`src/rtl/bfa_pkg.sv`:
```
package bfa_pkg;

  localparam int ADDR_W  = 32;
  localparam int PORT_W  = 16;
  localparam int PROTO_W = 8;
  localparam int LEN_W   = 16;
  localparam int SLOT_W  = 6;
  localparam int STAT_W  = 2;
  localparam int PKT_W   = 32;
  localparam int BYTE_W  = 48;

  localparam logic CMD_ACCOUNT = 1'b0;
  localparam logic CMD_READ    = 1'b1;

  localparam logic [PROTO_W-1:0] PROTO_TCP = 8'd6;
  localparam logic [PROTO_W-1:0] PROTO_UDP = 8'd17;

  localparam logic [STAT_W-1:0] STATUS_OK      = 2'd0;
  localparam logic [STAT_W-1:0] STATUS_IGNORED = 2'd1;
  localparam logic [STAT_W-1:0] STATUS_FULL    = 2'd2;
  localparam logic [STAT_W-1:0] STATUS_EMPTY   = 2'd3;

  typedef enum logic [2:0] {
    ST_IDLE = 3'b001,
    ST_RUN  = 3'b010,
    ST_HOLD = 3'b100
  } state_t;

  // Request held at the top level and broadcast to every cell during a pass.
  typedef struct packed {
    logic              cmd;
    logic [ADDR_W-1:0] src;
    logic [ADDR_W-1:0] dst;
    logic [PORT_W-1:0] sport;
    logic [PORT_W-1:0] dport;
    logic [LEN_W-1:0]  len;
    logic [SLOT_W-1:0] ridx;
  } req_t;

  typedef struct packed {
    logic [STAT_W-1:0] status;
    logic [SLOT_W-1:0] slot;
    logic              new_flow;
    logic [ADDR_W-1:0] addr_a;
    logic [ADDR_W-1:0] addr_b;
    logic [PORT_W-1:0] port_a;
    logic [PORT_W-1:0] port_b;
    logic [PKT_W-1:0]  pkt_ab;
    logic [PKT_W-1:0]  pkt_ba;
    logic [BYTE_W-1:0] byte_ab;
    logic [BYTE_W-1:0] byte_ba;
  } res_t;

  // Record handed from cell to cell. Once done is set, later cells pass it unchanged.
  typedef struct packed {
    logic done;
    res_t res;
  } rec_t;

  function automatic logic [PKT_W-1:0] sat_inc(input logic [PKT_W-1:0] cnt);
    logic [PKT_W-1:0] r;
    r = (cnt == {PKT_W{1'b1}}) ? cnt : cnt + PKT_W'(1);
    return r;
  endfunction

  function automatic logic [BYTE_W-1:0] sat_add(input logic [BYTE_W-1:0] cnt,
                                                input logic [LEN_W-1:0]  len);
    logic [BYTE_W:0] sum;
    sum = {1'b0, cnt} + (BYTE_W+1)'(len);
    return sum[BYTE_W] ? {BYTE_W{1'b1}} : sum[BYTE_W-1:0];
  endfunction

endpackage

```
`src/rtl/bfa_cell.sv`:
```
module bfa_cell #(
  parameter int CELL_INDEX = 0
) (
  input  logic          clk,
  input  logic          rst_n,
  input  bfa_pkg::req_t req,
  input  logic          in_active,
  input  bfa_pkg::rec_t in_rec,
  output logic          out_active,
  output bfa_pkg::rec_t out_rec
);

  localparam logic [bfa_pkg::SLOT_W-1:0] SLOT = bfa_pkg::SLOT_W'(CELL_INDEX % 64);

  logic                         valid_r, valid_nxt;
  logic [bfa_pkg::ADDR_W-1:0]   addr_a_r, addr_a_nxt, addr_b_r, addr_b_nxt;
  logic [bfa_pkg::PORT_W-1:0]   port_a_r, port_a_nxt, port_b_r, port_b_nxt;
  logic [bfa_pkg::PKT_W-1:0]    pkt_ab_r, pkt_ab_nxt, pkt_ba_r, pkt_ba_nxt;
  logic [bfa_pkg::BYTE_W-1:0]   byte_ab_r, byte_ab_nxt, byte_ba_r, byte_ba_nxt;
  logic                         active_r;
  bfa_pkg::rec_t                rec_r, rec_nxt;
  logic                         fwd_hit, rev_hit, slot_hit, capture, fresh;

  assign fwd_hit = valid_r && addr_a_r == req.src && port_a_r == req.sport &&
                   addr_b_r == req.dst && port_b_r == req.dport;
  assign rev_hit = valid_r && addr_a_r == req.dst && port_a_r == req.dport &&
                   addr_b_r == req.src && port_b_r == req.sport;
  assign slot_hit = valid_r && ({26'd0, req.ridx} == 32'(CELL_INDEX));

  always_comb begin
    valid_nxt   = valid_r;
    addr_a_nxt  = addr_a_r;
    addr_b_nxt  = addr_b_r;
    port_a_nxt  = port_a_r;
    port_b_nxt  = port_b_r;
    pkt_ab_nxt  = pkt_ab_r;
    pkt_ba_nxt  = pkt_ba_r;
    byte_ab_nxt = byte_ab_r;
    byte_ba_nxt = byte_ba_r;
    capture     = 1'b0;
    fresh       = 1'b0;
    rec_nxt     = in_rec;
    if (in_active && !in_rec.done) begin
      if (req.cmd == bfa_pkg::CMD_READ) begin
        capture = slot_hit;
      end else if (fwd_hit) begin
        // The A to B orientation wins when both orientations match.
        pkt_ab_nxt  = bfa_pkg::sat_inc(pkt_ab_r);
        byte_ab_nxt = bfa_pkg::sat_add(byte_ab_r, req.len);
        capture     = 1'b1;
      end else if (rev_hit) begin
        pkt_ba_nxt  = bfa_pkg::sat_inc(pkt_ba_r);
        byte_ba_nxt = bfa_pkg::sat_add(byte_ba_r, req.len);
        capture     = 1'b1;
      end else if (!valid_r) begin
        // Slots fill in order, so the first free cell is the next unused slot.
        valid_nxt   = 1'b1;
        addr_a_nxt  = req.src;
        addr_b_nxt  = req.dst;
        port_a_nxt  = req.sport;
        port_b_nxt  = req.dport;
        pkt_ab_nxt  = bfa_pkg::PKT_W'(1);
        pkt_ba_nxt  = '0;
        byte_ab_nxt = bfa_pkg::BYTE_W'(req.len);
        byte_ba_nxt = '0;
        capture     = 1'b1;
        fresh       = 1'b1;
      end
    end
    if (capture) begin
      rec_nxt.done         = 1'b1;
      rec_nxt.res.status   = bfa_pkg::STATUS_OK;
      rec_nxt.res.slot     = SLOT;
      rec_nxt.res.new_flow = fresh;
      rec_nxt.res.addr_a   = addr_a_nxt;
      rec_nxt.res.addr_b   = addr_b_nxt;
      rec_nxt.res.port_a   = port_a_nxt;
      rec_nxt.res.port_b   = port_b_nxt;
      rec_nxt.res.pkt_ab   = pkt_ab_nxt;
      rec_nxt.res.pkt_ba   = pkt_ba_nxt;
      rec_nxt.res.byte_ab  = byte_ab_nxt;
      rec_nxt.res.byte_ba  = byte_ba_nxt;
    end
  end

  always_ff @(posedge clk) begin
    if (!rst_n) begin
      valid_r  <= 1'b0;
      active_r <= 1'b0;
    end else begin
      valid_r  <= valid_nxt;
      active_r <= in_active;
    end
  end

  always_ff @(posedge clk) begin
    addr_a_r  <= addr_a_nxt;
    addr_b_r  <= addr_b_nxt;
    port_a_r  <= port_a_nxt;
    port_b_r  <= port_b_nxt;
    pkt_ab_r  <= pkt_ab_nxt;
    pkt_ba_r  <= pkt_ba_nxt;
    byte_ab_r <= byte_ab_nxt;
    byte_ba_r <= byte_ba_nxt;
    rec_r     <= rec_nxt;
  end

  assign out_active = active_r;
  assign out_rec    = rec_r;

endmodule

```
`config.mk`:
```
export PLATFORM = sky130hd
export DESIGN_NAME = bfa_cell
export DESIGN_NICKNAME = d
export VERILOG_FILES = /design/src/rtl/bfa_pkg.sv /design/src/rtl/bfa_cell.sv
export SDC_FILE = /design/constraint.sdc
export NUM_CORES = 1
export LEC_CHECK = 0
export BUFFER_PORTS_ARGS = -buffer_cell sky130_fd_sc_hd__clkbuf_2
export CORE_AREA = 2 2 252 254
export CTS_CLUSTER_SIZE = 14
export DETAILED_ROUTE_END_ITERATION = 6
export DIE_AREA = 0 0 254 256
export PLACE_DENSITY_LB_ADDON = 0.25
export SKIP_CTS_REPAIR_TIMING = 1
export SLEW_MARGIN = 30
export SYNTH_ARGS = -nofsm -noshare
export SYNTH_HDL_FRONTEND = slang
export SYNTH_SLANG_ARGS = --single-unit
```
`constraint.sdc`:
```
create_clock -name clk -period 6.55 [get_ports clk]
set_clock_uncertainty 0.05 [all_clocks]
set_input_delay 0.655 -clock clk [delete_from_list [all_inputs] [get_ports clk]]
set_output_delay 0.655 -clock clk [all_outputs]
set_load 0.05 [all_outputs]
```
# Word level (Yosys, flattened, before mapping)
# Index checks and enable logic that the tools add are counted.
# Widths: inputs -> output; s select.
# word_totals
n_memories	0
out_inout_bits	267
latch_bits	0
in_bits	388
word_cells	106
ram_bits	0
ff_bits	524
rom_bits	0
# classes
addsub	4
shifts	0
mux	54
multipliers	0
n_eq_ne	10
bitwise	3
magnitude_cmp	0
n_div	0
reduce_logical	13
# ops
cell	n
$mux 32	22
$mux 48	12
$mux 257	1
$mux 16	10
$eq 32x32->1	4
$add 48x16->49	2
$add 32x1->32 const B	2
$eq 16x16->1	4
$eq 32x32->1 const B	2
$logic_and 1x1->1	10
$mux 1	9
$logic_not 6->1	1
$reduce_and 4->1	1
$not 1->1	3
$logic_not 1->1	1

# Depth between registers and ports, before layout
# Gate-level depths: netlist of run 1.
# logic_depth
depth_word	10
depth_mapped	13
ltp_nobuf	10

# Worst setup path after synthesis of run 1
# No wires, ideal clock.
# synth_path
path_type	input -> register
from	input port req[6] (netlist bit)
to	register rec_r, in the netlist out_rec[2]
path_stages	11
n_path_buf	1
required_ns	6.379
arrival_ns	3.197
setup_ns	0.121
path_slack_ns	3.182
cell_sequence	ha_1 fa_1 a211o_1 o211ai_1 a211oi_1 nor2_1 or3_1 clkbuf_1 nand2_1 a22o_1 mux2_2
# synth_lines
element	line	rtl
start, declared	bfa_cell.sv:6	input bfa_pkg::req_t req,
end signal, assigned	bfa_cell.sv:105	rec_r <= rec_nxt;
end, declared	bfa_cell.sv:21	bfa_pkg::rec_t rec_r, rec_nxt;

==> summary.txt, run 1 <==
Outcome
  • Outcome: finished, final reports clean

Setup path
  • CP max stage cell: nand4_1
  • Critical Path RT: 6.99 ns
  • Reg2Reg Capture Point: out_rec[140]
  • Cell count of the worst reg-to-reg path: 9
  • Worst path top cell family by delay: simple AND/OR/NAND/NOR gates
  • Most frequent CP cell: nand4_1
  • Worst Setup SP: addr_b_r[3]
  • WP buf/inv: 2
  • Worst path arrival time: 5.12 ns
  • Crit Path Class: reg2reg
  • Max FO, Critical Path: roughly 190
  • Startpoint types: flip-flop
  • Crit. path cell count: 9
  • Reg2reg setup slack: about 1.9 ns
  • Worst Setup EP: out_rec[140]
  • Worst path max stage delay: slightly below 0.7 ns
  • CP Cell Sequence: xnor2_1 > nand4_1 > nor4_1 > nand4_1 > or3_1 > buf_4 > a41oi_4 > buf_12 > mux2_2
  • Endpoint class of the critical path: flip-flop
  • Worst reg2reg path startpoint: addr_b_r[3]

Global routing
  • Initial antenna violation count: 4
  • GRT Overall Usage: between 20% and 30%
  • Largest net degree at the start of global routing: 190
  • First-pass GRT wire length: 143000 µm
  • Global route total overflow: 0
  • Number of global-route vias before repair: approximately 23000

Synth
  • Synth Area in XOR/XNOR: 5.48%
  • Post-Syn Instances: 2948
  • Synth Area in Compound Gates: roughly 16%
  • Mux share of post-synthesis cell area: under 10%
  • Post-Syn Nets: 3372
  • Post-Syn Area: 0.0245 mm²
  • Yosys reg bits: 524
  • Ys async rst share: 0%
  • Adder-Cell Fraction of Synth Area: 1.90%
  • Syn Area/Cell: ~8.3 µm²
  • Main combinational cell family by area after synthesis: simple AND/OR/NAND/NOR gates
  • Post-Synth Simple-Gate Area: 26.8%
  • Top FF cell, synth: dfxtp_1
  • Post-synth EDFFs: 0
  • Seq/Total Area, Yosys: 42.9%
  • Yosys top cell by area: dfxtp_1
  • Yosys warns: 0
  • Yosys top cell area share: between 40% and 50%
  • Synth area leaders: dfxtp_1 43%, nand2_1 8.6%, xnor2_1 4.7%
  • Yosys cell types: 82

Drt
  • ANT nets after route: 0
  • Iter 0 DRT Violations: around 1800
  • WL final: just under 100000 µm
  • Vias: 24300
  • # DRC: 0
  • Pre-antenna DRT Iters: 6
  • DR vias/cell: 5.48
  • WL/cell: approximately 22 µm

Timing
  • Hold Slack: around 0.17 ns
  • Rel. slew slack: between 20% and 30%
  • FMAX: between 200 and 250 MHz
  • Hold Violations, Final: 0
  • Clock period minus worst slack: approximately 4.7 ns
  • Worst-margin pin slew: approximately 1.2 ns
  • Endpoints failing setup: 0
  • Period utilization: 71.4%
  • Final WS setup: about 1.9 ns
  • Final Max Slew Viols: 0
  • Total negative slack: 0 ns
  • Unrepaired setup endpoints after global routing: false

Clocking
  • Skew-Pair Late Insertion Delay: between 0.6 and 0.7 ns
  • CTS tree: yes
  • CTS buffer count: 55
  • Clock Tree Buf Depth: 3
  • Sink Count: between 500 and 600
  • H-Tree Depth: 2
  • Clk pin slew, worst setup/hold paths: ~0.060 ns
  • Root buf cell: clkbuf_16

Floorplanning
  • IO Pins: roughly 660
  • Num rows: 92
  • DIE AREA: around 0.065 mm²
  • Chip height: roughly 260 µm
  • Core box area: slightly above 0.06 mm²
  • Width of the chip: around 250 µm
  • Initial Util: 39.2%

Place
  • Port Buffers: between 600 and 700
  • Pre-CTS WS: between 1.5 and 2 ns
  • Final GP Congestion: 1.02
  • Post-DP HPWL: ~76000 µm
  • Area after DPL: 0.0285 mm²

Hold path
  • Worst hold path class: in2reg
  • Worst hold start: in_rec[256]

Final layout
  • Area Growth Syn to Fin: 24.8%
  • Commonest non-fill, non-tap cell in the layout: clkbuf_2
  • Post-route design area: slightly above 0.03 mm²
  • Share of post-route cells with drive strength above 1: around a quarter
  • Most frequent cells in the layout: 654 x clkbuf_2, 559 x nand2_1, 523 x dfxtp_1
  • Final net count: just under 4000
  • # fillers: around 6100

Run
  • Max-cap violations: 0

Power and ir drop
  • Peak supply drop: 0.000203 V
  • Leakage: 0.0134 µW
  • Pwr/cell area: ~300 mW/mm²
==> through the flow <==
stage,instances,util [%],power (µW)
5_1_grt,4433,48.9,9360
4_1_cts,4430,48.9,9080
3_5_place_dp,4327,45.6,5610
2_1_floorplan,2948,-,4930
6_report,4435,48.9,9050
3_3_place_gp,4327,45.6,5610
==> synth_stat cells (9+ instances only) <==
master,count
a211oi_1,13
a21o_1,21
a21oi_1,61
a22o_1,12
a22oi_1,20
a31o_2,12
a31oi_1,176
a41oi_1,11
and2_1,32
and3_1,41
and4_1,14
buf_1,9
buf_2,48
clkbuf_1,89
dfxtp_1,524
ha_1,34
inv_1,45
mux2_2,53
mux2i_1,25
nand2_1,560
nand2b_1,86
nand3_1,86
nand4_1,89
nand4b_1,11
nor2_1,245
nor2b_1,25
nor3_1,61
nor4_1,53
o2111ai_1,22
o21ai_0,123
o31ai_1,18
o41ai_1,18
or2_2,11
or3_1,18
xnor2_1,131
xor2_1,22
==> cell type report <==
type | instances | area (µm²) | share of cell area [%]
Tap cell | 846 | 1060 | 3.47
Antenna cell | 5 | 12.5 | 0.0410
Multi-Input combinational cell | 2228 | 13200 | 43.4
Clock inverter | 26 | 422 | 1.38
Inverter | 46 | 173 | 0.566
Timing Repair Buffer | 683 | 3520 | 11.5
Sequential cell | 524 | 10500 | 34.4
Clock buffer | 77 | 1590 | 5.21
==> worst reg2reg max path, delay by kind of cell (launching register included) <==
family / cells / cell delay, ns
muxes: 1 / 0.78
AOI/OAI and AO/OA: 1 / 0.36
DFF: 1 / 0.34
and+or+nand+nor: 4 / 1.90
buffers and inverters: 2 / 0.65
xor gates and xnor gates: 1 / 0.49
==> where the power goes <==
| group | total, µW | switching [µW] | internal (µW) |
|---|---|---|---|
| Sequential | 3720 | 256 | 3470 |
| Combinational | 1850 | 1260 | 593 |
| Clock | 3470 | 1380 | 2100 |
| Total | 9050 | 2890 | 6160 |
==> per-layer routing <==
metal  vias up  wire length (µm)  global-route usage (%)
met1     11400             37900                    33.4
met5         -                11                       0
li1      11700                 -                       -
met2       988             48500                    51.1
met3       203              6370                    4.95
met4         2              4920                    13.5
==> how the worst min path moves through the flow <==
stage,to,cells after the start,slack (ns)
after CTS,out_rec[256],3,0.14
after global routing,out_rec[86],3,0.16
after global placement,byte_ba_r[0],2,0.42
after floorplan,byte_ba_r[0],2,0.39
after detailed placement,byte_ba_r[15],2,0.42
final,out_rec[256],3,0.17
==> kinds of logic after synthesis <==
group	count (synthesis)
buffers and inverters	196
XOR/XNOR	153
flip-flops	524
AO/OA/AOI/OAI	587
multiplexers	79
AND/OR/NAND/NOR	1373
adder cells (fa/ha/maj)	36
==> registers in the layout, indices dropped and copies added (netlist names), 16 cells and up <==
name,flops
addr_a_r,32
pkt_ba_r,32
out_rec,266
port_b_r,16
pkt_ab_r,32
addr_b_r,32
port_a_r,16
byte_ba_r,48
byte_ab_r,48
Note: power is estimated with default switching activity, not from simulation.
==> run 2, diff against run 1 <==
==> constraint.sdc (replaced) <==
create_clock -name clk -period 4.55 [get_ports clk]
set_clock_uncertainty 0.05 [all_clocks]
set_input_delay 0.455 -clock clk [delete_from_list [all_inputs] [get_ports clk]]
set_output_delay 0.455 -clock clk [all_outputs]
set_load 0.05 [all_outputs]
==> run 2 against run 1 <==
The flow now finishes with violations (hold timing). Maximum frequency increased by 21%. Register-to-register slack got worse by 1.2 ns. Combinational power is 49% higher. Critical path depth increased by 1. Worst setup slack lost 1.2 ns. Sequential power grew 44%. Cell area grew 2.5%. Largest power group unchanged. Hold slack worse by 0.19 ns.
==> summary.txt, run 2 (synthesized netlist as in run 1, its figures left out) <==
Hold path
  • Worst hold path class: in2reg

Floorplanning
  • IO Pins: 655 (unchanged)
  • Num rows: 92 (unchanged)
  • Chip height: 256 µm (unchanged)
  • DIE AREA: 0.0650 mm² (unchanged)
  • Initial Util: 39.2% (unchanged)
  • Width of the chip: 254 µm (unchanged)
  • Core box area: 0.0624 mm² (unchanged)

Power and ir drop
  • Peak supply drop: 0.000270 V (+33%)
  • Comb pwr share: 21.2% (+0.7 points)
  • Leakage: 0.0138 µW (+3.0%)
  • Sw power: 4170 µW (+44%)
  • Pwr/cell area: 414 mW/mm² (+40%)
  • Int Pwr: 8790 µW (+43%)
  • Clock network power share: 37.5% (-0.9 points)
  • Tot Pwr: 13000 µW (+43%)
  • Seq pwr share: 41.3% (+0.2 points)
  • Sw Share: 32.2% (+0.20 points)

Drt
  • Pre-antenna DRT Iters: 5 (-1)
  • Iter 0 DRT Violations: 1989 (+13%)
  • WL final: 98600 µm (+0.97%)
  • Vias: 24800 (+2.1%)
  • ANT nets after route: 0 (unchanged)
  • WL/cell: 21.9 µm (-0.78%)
  • DR vias/cell: 5.50 (+0.35%)
  • # DRC: 0 (unchanged)

Clocking
  • H-Tree Depth: 2 (unchanged)
  • Root buf cell: clkbuf_16
  • Clk pin slew, worst setup/hold paths: 0.06 ns (about the same)
  • Clock Tree Buf Depth: 3 (unchanged)
  • Sink Count: 524 (unchanged)
  • Skew-Pair Late Insertion Delay: 0.62 ns (about the same)
  • CTS buffer count: 55 (unchanged)
  • CTS tree: yes

Setup path
  • Worst path max stage delay: 0.51 ns (-0.17 ns)
  • Reg2reg setup slack: 0.70 ns (-1.18 ns)
  • CP max stage cell: xnor2_1
  • Worst path top cell family by delay: simple AND/OR/NAND/NOR gates
  • CP Cell Sequence: xnor2_1 > nand4_1 > nor4_1 > nand4_1 > buf_4 > nor4_2 > buf_4 > nor4b_1 > a211oi_1 > mux2_2
  • Crit Path Class: reg2reg
  • Endpoint class of the critical path: flip-flop
  • Max FO, Critical Path: 47 (-75%)
  • Critical Path RT: 5.00 ns (-1.99 ns)
  • Worst path arrival time: 4.30 ns (-0.82 ns)
  • WP buf/inv: 2 (unchanged)
  • Startpoint types: flip-flop

Place
  • Post-DP HPWL: 77800 µm (+3.1%)
  • Port Buffers: 654 (unchanged)
  • Final GP Congestion: 1.01 (-0.74%)

Final layout
  • Commonest non-fill, non-tap cell in the layout: clkbuf_2
  • Multi-input combinational cell area: 0.0132 mm² (-0.17%)
  • # fillers: 6210 (+1.0%)
  • Area Growth Syn to Fin: 27.9%
  • Share of post-route cells with drive strength above 1: 25.5% (+0.88 points)
  • FF+latch area: 0.0105 mm² (unchanged)
  • Final net count: 4044 (+2.1%)
  • Number of flip-flops under the largest register name: 266 (unchanged)
  • Final core occ: 50.1% (+1.2 points)
  • Most frequent cells in the layout: 654 x clkbuf_2, 559 x nand2_1, 523 x dfxtp_1

Timing
  • Rel. slew slack: 35.9% (+13 points)
  • FMAX: 260 MHz (+21%)
  • Hold Violations, Final: 11 (+11)
  • Hold Slack: -0.0158 ns (-0.189 ns)
  • Unrepaired setup endpoints after global routing: false
  • Worst-margin pin slew: 0.961 ns (-0.194 ns)
  • Clock period minus worst slack: 3.85 ns (-0.825 ns)
  • Period utilization: 84.6% (+13 points)
  • Total negative slack: 0 ns (unchanged)
  • Final Max Slew Viols: 0 (unchanged)
  • Endpoints failing setup: 0 (unchanged)

Global routing
  • Largest net degree at the start of global routing: 76 (-60%)
  • Number of global-route vias before repair: 24000 (+2.4%)
  • Initial antenna violation count: 8 (+4)
  • Global route total overflow: 0 (unchanged)
  • First-pass GRT wire length: 144000 µm (+0.69%)
  • GRT Overall Usage: 29.0% (+0.15 points)

Outcome
  • Failing checks: hold timing
  • Outcome: finished, violations left

Run
  • Max-cap violations: 0 (unchanged)
run 2: cell count changes in the layout (fill, tap and decap cells not counted), moves of 2 or more:
cell	delta
clkinv_2	+2
clkbuf_8	+4
bufinv_16	-3
nor4_2	+3
clkinvlp_4	-3
dlygate4sd3_1	+30
diode_2	-2
buf_12	+13
nor4_4	-2
buf_4	+40
clkbuf_1	-2
run 2: worst paths after layout:
| kind | start | endpoint | cells after the start |
|---|---|---|---|
| max | addr_b_r[3] | out_rec[65] | 10 |
| min | in_rec[231] | out_rec[231] | 3 |
| max reg2reg | addr_b_r[3] | out_rec[65] | 10 |
| min reg2reg | byte_ab_r[0] | byte_ab_r[0] | 2 |
run 2: area by class of cell:
cell class	count	area share, %
antenna	3	0.0240
clock buffer	79	5.24
clock inverter	22	1.02
inverter	46	0.552
multi-input combinational	2228	42.3
sequential	524	33.5
tap	846	3.38
timing repair buffer	765	14.0
run 2: metal layers:
layer,part of all wire (%),vias to the layer above,global-route usage (%)
li1,-,11900,-
met1,39,11600,33.6
met2,50,1033,51.6
met3,6.7,212,5.02
met4,4.8,10,13.2
met5,0.062,-,0
run 2: power by group through the flow:
stage               logic, µW  registers (µW)  clock network, µW
global placement         2700            5440                  0
CTS                      2710            5340               4940
floorplan                1120            5970                  0
detailed placement       2690            5440                  0
global route             2920            5380               5100
finish                   2750            5350               4870
run 2: tightest hold or removal path, stage by stage:
cell	delay, ns
clkbuf_2	0.07
nand2_1	0.04
nand2_1	0.05
run 2: stage by stage:
step,instance area [µm²],cells,hold slack [ns],setup slack (ns)
final,31300,4513,-0.0158,0.699
after global routing,31300,4513,0.00190,0.546
after CTS,31000,4480,-0.0542,0.793
after detailed placement,29000,4379,0.421,0.519
after global placement,29000,4379,0.420,0.533
after floorplan,24500,2948,0.388,1.38
